### src/hmblod_pkg.sv
// Shared constants, codes and control types of the heightmap bilinear LOD sampler.
package hmblod_pkg;

    localparam int GRID_POINTS_DEF = 65;
    localparam int HEIGHT_BITS_DEF = 16;

    localparam int ROW_W   = 7;
    localparam int SCALE_W = 24;
    localparam int LOD_W   = 3;
    localparam int FRAC_W  = 16;
    localparam int WGT_W   = FRAC_W + 1;
    localparam int CFG_W   = 24;
    localparam int CFG_IDX_W = 1;

    localparam logic [LOD_W-1:0]   MAX_LOD          = 3'd6;
    localparam logic [LOD_W-1:0]   DETAIL_LEVEL_RST = 3'd0;
    localparam logic [SCALE_W-1:0] GRID_SCALE_RST   = 24'd65536;
    localparam logic [WGT_W-1:0]   WEIGHT_ONE       = 17'h10000;

    localparam logic CMD_WRITE  = 1'b0;
    localparam logic CMD_SAMPLE = 1'b1;

    localparam logic [CFG_IDX_W-1:0] CFG_DETAIL_LEVEL = 1'b0;
    localparam logic [CFG_IDX_W-1:0] CFG_GRID_SCALE   = 1'b1;

    typedef struct packed {
        logic       wr;
        logic       cap;
        logic       scale;
        logic       axis;
        logic       rd_en;
        logic [1:0] rd_corner;
        logic       mx_en;
        logic [1:0] mx_corner;
        logic       bl_en;
        logic       bl_first;
        logic       out_load;
    } ctrl_cmd_t;

endpackage

### src/hmblod_ctrl.sv
// Sequencing state machine of the heightmap bilinear LOD sampler.
module hmblod_ctrl
(
    input  logic                  clk,
    input  logic                  rst_n,
    input  logic                  in_valid,
    output logic                  in_stall,
    input  logic                  command,
    output logic                  out_valid,
    input  logic                  out_stall,
    output hmblod_pkg::ctrl_cmd_t cmd
);

    localparam logic [3:0] ST_IDLE  = 4'd0;
    localparam logic [3:0] ST_SCALE = 4'd1;
    localparam logic [3:0] ST_AXIS  = 4'd2;
    localparam logic [3:0] ST_RD0   = 4'd3;
    localparam logic [3:0] ST_RD1   = 4'd4;
    localparam logic [3:0] ST_RD2   = 4'd5;
    localparam logic [3:0] ST_RD3   = 4'd6;
    localparam logic [3:0] ST_MX3   = 4'd7;
    localparam logic [3:0] ST_BL0   = 4'd8;
    localparam logic [3:0] ST_BL1   = 4'd9;
    localparam logic [3:0] ST_OUT   = 4'd10;

    logic [3:0] state_reg;
    logic [3:0] state_next;
    logic       out_valid_reg;
    logic       out_valid_next;
    logic       accept;
    logic       out_free;

    assign in_stall  = (state_reg != ST_IDLE);
    assign out_valid = out_valid_reg;
    assign accept    = in_valid && !in_stall;
    assign out_free  = !out_valid_reg || !out_stall;

    always_comb
    begin
        state_next = state_reg;
        cmd        = '0;
        cmd.wr     = accept && (command == hmblod_pkg::CMD_WRITE);
        cmd.cap    = accept && (command == hmblod_pkg::CMD_SAMPLE);
        unique case (state_reg)
            ST_IDLE:
            begin
                if (cmd.cap)
                begin
                    state_next = ST_SCALE;
                end
            end
            ST_SCALE:
            begin
                cmd.scale  = 1'b1;
                state_next = ST_AXIS;
            end
            ST_AXIS:
            begin
                cmd.axis   = 1'b1;
                state_next = ST_RD0;
            end
            ST_RD0:
            begin
                cmd.rd_en     = 1'b1;
                cmd.rd_corner = 2'd0;
                state_next    = ST_RD1;
            end
            ST_RD1:
            begin
                cmd.rd_en     = 1'b1;
                cmd.rd_corner = 2'd1;
                cmd.mx_en     = 1'b1;
                cmd.mx_corner = 2'd0;
                state_next    = ST_RD2;
            end
            ST_RD2:
            begin
                cmd.rd_en     = 1'b1;
                cmd.rd_corner = 2'd2;
                cmd.mx_en     = 1'b1;
                cmd.mx_corner = 2'd1;
                state_next    = ST_RD3;
            end
            ST_RD3:
            begin
                cmd.rd_en     = 1'b1;
                cmd.rd_corner = 2'd3;
                cmd.mx_en     = 1'b1;
                cmd.mx_corner = 2'd2;
                state_next    = ST_MX3;
            end
            ST_MX3:
            begin
                cmd.mx_en     = 1'b1;
                cmd.mx_corner = 2'd3;
                state_next    = ST_BL0;
            end
            ST_BL0:
            begin
                cmd.bl_en    = 1'b1;
                cmd.bl_first = 1'b1;
                state_next   = ST_BL1;
            end
            ST_BL1:
            begin
                cmd.bl_en  = 1'b1;
                state_next = ST_OUT;
            end
            ST_OUT:
            begin
                if (out_free)
                begin
                    cmd.out_load = 1'b1;
                    state_next   = ST_IDLE;
                end
            end
            default:
            begin
                state_next = ST_IDLE;
            end
        endcase
    end

    always_comb
    begin
        out_valid_next = out_valid_reg;
        if (cmd.out_load)
        begin
            out_valid_next = 1'b1;
        end
        else if (!out_stall)
        begin
            out_valid_next = 1'b0;
        end
    end

    always_ff @(posedge clk or negedge rst_n)
    begin
        if (!rst_n)
        begin
            state_reg     <= ST_IDLE;
            out_valid_reg <= 1'b0;
        end
        else
        begin
            state_reg     <= state_next;
            out_valid_reg <= out_valid_next;
        end
    end

endmodule

### config.mk
export PLATFORM = sky130hd
export DESIGN_NAME = hmblod_ctrl
export DESIGN_NICKNAME = d
export VERILOG_FILES = /design/src/hmblod_pkg.sv /design/src/hmblod_ctrl.sv
export SDC_FILE = /design/constraint.sdc
export NUM_CORES = 1
export LEC_CHECK = 0
export ABC_AREA = 0
export BUFFER_PORTS_ARGS = -buffer_cell sky130_fd_sc_hd__buf_2
export CORE_AREA = 5 5 42 44
export CTS_CLUSTER_SIZE = 14
export DETAILED_ROUTE_END_ITERATION = 12
export DIE_AREA = 0 0 47 49
export GPL_TIMING_DRIVEN = 0
export PLACE_DENSITY_LB_ADDON = 0.1
export SLEW_MARGIN = 30
export SYNTH_ARGS = -nofsm -noshare
export SYNTH_HDL_FRONTEND = slang
export SYNTH_SLANG_ARGS = --single-unit
### constraint.sdc
create_clock -name clk -period 1.2 [get_ports clk]
set_clock_uncertainty 0.15 [all_clocks]
set_input_delay 0.06 -clock clk [delete_from_list [all_inputs] [get_ports clk]]
set_output_delay 0.06 -clock clk [all_outputs]
set_load 0.05 [all_outputs]
# After elaboration in Yosys (flattened, before gate mapping)
# Cells that the tools add are included.
[totals]
register_bits = 5
in_bits = 5
output_inout_bits = 15
word_cells = 40
[classes]
eq_ne = 13
mux = 13
n_bitwise = 1
reduce_logical = 11
[ops]
columns = ["cell", "n"]
rows = [
  ["$pmux 4 s11", 1],
  ["$pmux 3 s4", 2],
  ["$eq 4x3->1 const B", 4],
  ["$eq 4x4->1 const B", 3],
  ["$eq 4x2->1 const B", 2],
  ["$mux 1", 8],
  ["$mux 4", 2],
  ["$eq 4x1->1 const B", 1],
  ["$logic_not 4->1", 1],
  ["$ne 2x2->1 const B", 2],
  ["$reduce_bool 4->1", 1],
  ["$logic_and 1x1->1", 3],
  ["$logic_not 1->1", 3],
  ["$ne 2x1->1 const B", 1],
  ["$reduce_and 2->1", 1],
  ["$reduce_or 2->1", 1],
  ["$logic_or 1x1->1", 1],
  ["$not 1->1", 1],
]

# Longest topological paths before layout
# Gate-level depths: netlist of run 1.
[logic_depth]
depth_word = 6
ltp_mapped = 4
depth_no_buf = 3

# Least setup slack after synthesis of run 1
# No wires, ideal clock.
[synth_path]
path_kind = "reg2out"
from = "register state_reg[2]"
to = "output cmd[1] in the netlist's numbering"
arrival_ns = 1.794
required_time_ns = 0.990
slack_ns = -0.804
path_stages_with_launch = 4
n_path_buf = 1
path_cell_list = "dfrtp_1 > clkbuf_1 > nand2b_1 > nor3_1"
[synth_lines]
columns = ["item", "line", "text"]
rows = [
  ["from (decl)", "hmblod_ctrl.sv:26", "logic [3:0] state_reg;"],
  ["from (signal assigned)", "hmblod_ctrl.sv:146", "state_reg <= state_next;"],
  ["to (decl)", "hmblod_ctrl.sv:11", "output hmblod_pkg::ctrl_cmd_t cmd"],
]

==> impl_metrics.ini, run 1 <==
[run_status]
status = complete, but fails checks
violations = setup timing

[layout]
n_fill_cell = 91
layout-drive-gt1-share = 0.796
diodes = 0
largest_reg_flops = 4
final_area_um2 = 1060
nets = 99
area_delta_synth_final_pct = 186

[global_routing]
grt_use_met2 = 0.186
grt_pass1_vias = 462
antenna_found_initial = 0
grt_pass1_wl_mm = 2.01
grt_max_degree = 11
grt_usage = 0.116
gr-usage-met3 = 0.0295
overflow = 0
use_met1 = 0.145
top_usage_layer = met2

[synth]
yosys-top-cells-count = dfrtp_1, nand2b_1, nor2_1, nor3_1
synthTopCellsByArea = dfrtp_1, nand2b_1, nor3_1
yosys.cell_count.top_type = dfrtp_1
ys_ff_latch = 5
synth_edf_count = 0
synth_cell_types = 24
ys_seq_area_frac = 0.339
postSynthCellCount = 45
async_reset_ff_frac = 1.00
yosysTopAreaCellShare = 0.339
synthesis.nets = 50
synth.largest_area_cell = dfrtp_1
ys_warn_count = 0
syn_avg_cell_area_um2 = 8.20
synth_flop_cell = dfrtp_1
syn-cell-area_um2 = 369

[timing]
fmax_ghz = 0.555
slew_headroom = 0.758
hold_viol = 0
slew_viol_final = 0
setup_violations = 18
worst_pin_slew_ps = 362
rsz0062_at_grt = true
post-route-min-period_ps = 1800
post-route-period-util = 1.50
setup_ws_ps = -601

[worst_setup_path]
cp.required_ps = 990
r2r-start = state_reg[0]$_DFFE_PN0P_
crit_type = register to output port
cp-start-kind = register
rr_worst_depth = 7
crit_fanout = 3
critPathCaptureType = output port
rrSetupSlack_ps = -370
crit_arrival_ps = 1590
timing.rr.end = state_reg[3]$_DFFE_PN0P_

[route]
drt-total-wl_mm = 1.50
dr.pass1.iters = 2
dr_total_vias = 506
drc = 0
ant_nets = 0
post_drt_via_cell_ratio = 4.64
drt_iter0_drc = 6
routedWlPerCell_um = 13.8

[clock_network]
htreeDepth = 1
cts-root-buf = clkbuf_4
ctsLongestPathBuffers = 2
cts_sinks = 5
clock_latency_ps = 240
tritoncts = done
numCtsBuffers = 3
cts.clk_slew.worst_paths_ps = 50

[placement]
postPlaceCellArea_um2 = 616
preCtsSetupSlack_ps = -427
gp_congestion = 0.673
io_buffer_count = 19
dp_hpwl_um = 771

[die]
dieHeight_um = 49
dieWidth_um = 47
core-area_um2 = 1400
fp.dieArea_um2 = 2300
num_rows = 14
io_pins = 20
initial_core_util = 0.263

[job]
drv_cap = 0

[worst_hold_path]
hold_path_class = input port to asynchronous set/reset pin
-- what timing repair did --
item | in CTS | in global routing
hold endpoints to repair | 9 | 0
gates cloned | 0 | 2
resized for setup | 34 | 16
pin swaps | 1 | 9
endpoints found under the setup margin | 18 | 18
hold buffers | 3 | 0
setup buffers | 6 | 14
-- layout by cell type (no fill, tap or decap), drive strengths merged, types with 3 or more instances in the layout --
master       synthesis  final
dlygate4sd3          0      3
a21oi                3      3
nor3                 4      4
buf                  3     43
clkbuf               2      7
nand2b               4      4
dfrtp                5      5
nor2                 4      4
-- worst max-delay path: stages (launching register included) --
cell and delay, ps:
dfrtp_1 400, or4_4 580, nor3b_4 190, buf_6 180
-- through the flow --
step | utilization | std cells | hold WS (ps) | TNS [ps]
final | 0.754 | 109 | 8.41 | -7040
after detailed placement | 0.439 | 80 | -272 | -3010
after global routing | 0.754 | 109 | 36.4 | -7880
after floorplan | - | 45 | -386 | -2590
after CTS | 0.604 | 93 | 8.99 | -5510
after global placement | 0.439 | 80 | -272 | -3000
-- per-layer routing --
layer / up-vias / routed length (µm)
met1: 236 / 667
li1: 252 / -
met2: 14 / 754
met4: 0 / 14
met3: 4 / 67
met5: - / 0
-- logic make-up after synthesis --
group,synth area share
and+or+nand+nor,0.373
AOI/OAI and AO/OA,0.190
buffers and inverters,0.0983
DFF,0.339
-- worst max-delay path by stage --
| stage | start | end | slack (ps) | depth (start not counted) |
|---|---|---|---|---|
| after floorplan | state_reg[0]$_DFFE_PN0P_ | cmd[12] | -580 | 2 |
| after global placement | state_reg[0]$_DFFE_PN0P_ | cmd[12] | -430 | 3 |
| after detailed placement | state_reg[0]$_DFFE_PN0P_ | cmd[12] | -430 | 3 |
| after CTS | state_reg[3]$_DFFE_PN0P_ | cmd[12] | -590 | 3 |
| after global routing | state_reg[0]$_DFFE_PN0P_ | cmd[12] | -630 | 3 |
| final | state_reg[0]$_DFFE_PN0P_ | cmd[12] | -600 | 3 |
-- area by class of cell --
class / count / area [µm²] / share of cell area
Sequential cell: 5 / 128 / 0.121
Buffer: 5 / 73.8 / 0.0699
Multi-Input combinational cell: 32 / 347 / 0.328
Timing Repair Buffer: 44 / 440 / 0.417
Inverter: 3 / 21.3 / 0.0201
Clock buffer: 4 / 26.3 / 0.0249
Tap cell: 16 / 20.0 / 0.0190
Power of run 1 is not shown: default switching activity piles up to over one toggle a cycle in this logic, so the estimate is an artifact.
==> inputs of run 2 (changes only) <==
ABC_CLOCK_PERIOD_IN_PS = 1200   (was default)
SETUP_SLACK_MARGIN = 0.3   (was default)
==> run 2 against run 1 <==
The flow finishes with violations (hold timing, setup timing); cell count decreased by 3.7%; critical path depth unchanged; first-iteration DRC count decreased by 50%; register-to-register slack improved by 40 ps; die area unchanged; count of clock-buffer cells in the layout unchanged; global-route usage increased by 3.0 points; non-clock buffer count decreased by 4; utilization decreased by 1.2 points; sequential cell count unchanged; maximum frequency about the same; worst hold slack got worse by 59 ps; highest routed layer unchanged.
==> impl_metrics.ini, run 2 (same netlist as run 1, synthesis figures left out) <==
[timing]
slew_viol_final = 0
setup_violations = 18
worst_pin_slew_ps = 192
slew_headroom = 0.872
setup_ws_ps = -600
post-route-min-period_ps = 1800
tns_ps = -7990
fin_hold_ws_ps = -50.8
post-route-period-util = 1.50
fmax_ghz = 0.556
hold_viol = 4
rsz0062_at_grt = true

[clock_network]
cts_hold_buffers = 1
cts-root-buf = clkbuf_4
ctsLongestPathBuffers = 2
cts.clk_slew.worst_paths_ps = 50
tritoncts = done
htreeDepth = 1
clock_latency_ps = 250
numCtsBuffers = 3
cts_sinks = 5

[worst_setup_path]
cp_slowest_stage_delay_ps = 580
crit_type = register to output port
crit_fanout = 3
r2r-start = state_reg[1]$_DFFE_PN0P_
cp_slowest_cell = or4_4
cp-start-kind = register
crit_arrival_ps = 1590
rrSetupSlack_ps = -330
path_cells = or4_4 -> nor3b_4 -> buf_6
cp.required_ps = 990
timing.rr.end = state_reg[0]$_DFFE_PN0P_
rr_worst_depth = 7
critPathCaptureType = output port

[route]
drc = 0
post_drt_via_cell_ratio = 4.96
ant_nets = 0
dr.pass1.iters = 4
dr_total_vias = 521
drt-total-wl_mm = 1.47
drt_iter0_drc = 3
routedWlPerCell_um = 14.0

[global_routing]
grt_pass1_vias = 550
grt_usage = 0.146
grt_pass1_wl_mm = 2.45
antenna_found_initial = 0
grt_max_degree = 11
overflow = 0

[die]
io_pins = 20
initial_core_util = 0.263
core-area_um2 = 1400
fp.dieArea_um2 = 2300
dieHeight_um = 49
dieWidth_um = 47
num_rows = 14

[layout]
final_common_cell = buf_6
layout-drive-gt1-share = 0.820
diodes = 0
largest_reg_flops = 4
final_cell_mix = buf_6, buf_4, buf_8
nets = 95
area_delta_synth_final_pct = 182

[run_status]
status = complete, but fails checks
violations = hold timing, setup timing

[worst_hold_path]
hold_path_class = input port to register
hold_path_depth = 3
whs_endpoint = out_valid$_DFFE_PN0P_
worst_hold_startpoint = out_stall

[placement]
dp_hpwl_um = 826
gp_congestion = 0.684
io_buffer_count = 19

[job]
drv_cap = 0
-- run 2: metrics by stage --
| stage | utilization | cells | instance area (µm²) | worst slack (ps) |
|---|---|---|---|---|
| finish | 0.742 | 105 | 1040 | -600 |
| global route | 0.742 | 105 | 1040 | -649 |
| CTS | 0.693 | 100 | 971 | -587 |
| detailed placement | 0.446 | 80 | 626 | -429 |
| global placement | 0.446 | 80 | 626 | -428 |
| floorplan | - | 45 | 510 | -575 |
-- run 2: worst max path at each step --
stage / from / endpoint / slack, ps / cells past startpoint
4_1_cts: state_reg[1]$_DFFE_PN0P_ / cmd[12] / -590 / 3
3_3_place_gp: state_reg[0]$_DFFE_PN0P_ / cmd[12] / -430 / 3
2_1_floorplan: state_reg[0]$_DFFE_PN0P_ / cmd[12] / -580 / 2
6_report: state_reg[2]$_DFFE_PN0P_ / cmd[12] / -600 / 3
5_1_grt: state_reg[2]$_DFFE_PN0P_ / cmd[12] / -650 / 3
3_5_place_dp: state_reg[0]$_DFFE_PN0P_ / cmd[12] / -430 / 3
-- run 2: repair_timing --
| action | 4_1_cts | 5_1_grt |
|---|---|---|
| endpoints found under the setup margin | 20 | 20 |
| setup buffers | 15 | 5 |
| hold endpoints to repair | 9 | 2 |
| pin swaps | 8 | 7 |
| resized for setup | 56 | 5 |
-- run 2: critical path: cells and delay by family (launching register included) --
kind	cells	cell delay [ps]
and+or+nand+nor	2	780
DFF	1	380
buffers and inverters	1	180
-- run 2: routing by layer --
layer	share of wire	track usage	vias to the layer above
met4	0.013	0.0553	0
met3	0.054	0.0443	4
met2	0.53	0.233	16
met5	0	0	-
li1	-	-	248
met1	0.40	0.178	253
-- run 2: layout make-up --
class | count | area, µm²
Inverter | 3 | 18.8
Fill cell | 108 | 362
Multi-Input combinational cell | 32 | 358
Tap cell | 16 | 20.0
Clock buffer | 4 | 26.3
Buffer | 5 | 68.8
Sequential cell | 5 | 126
Timing Repair Buffer | 40 | 422
Power of run 2 is left out for the same reason.
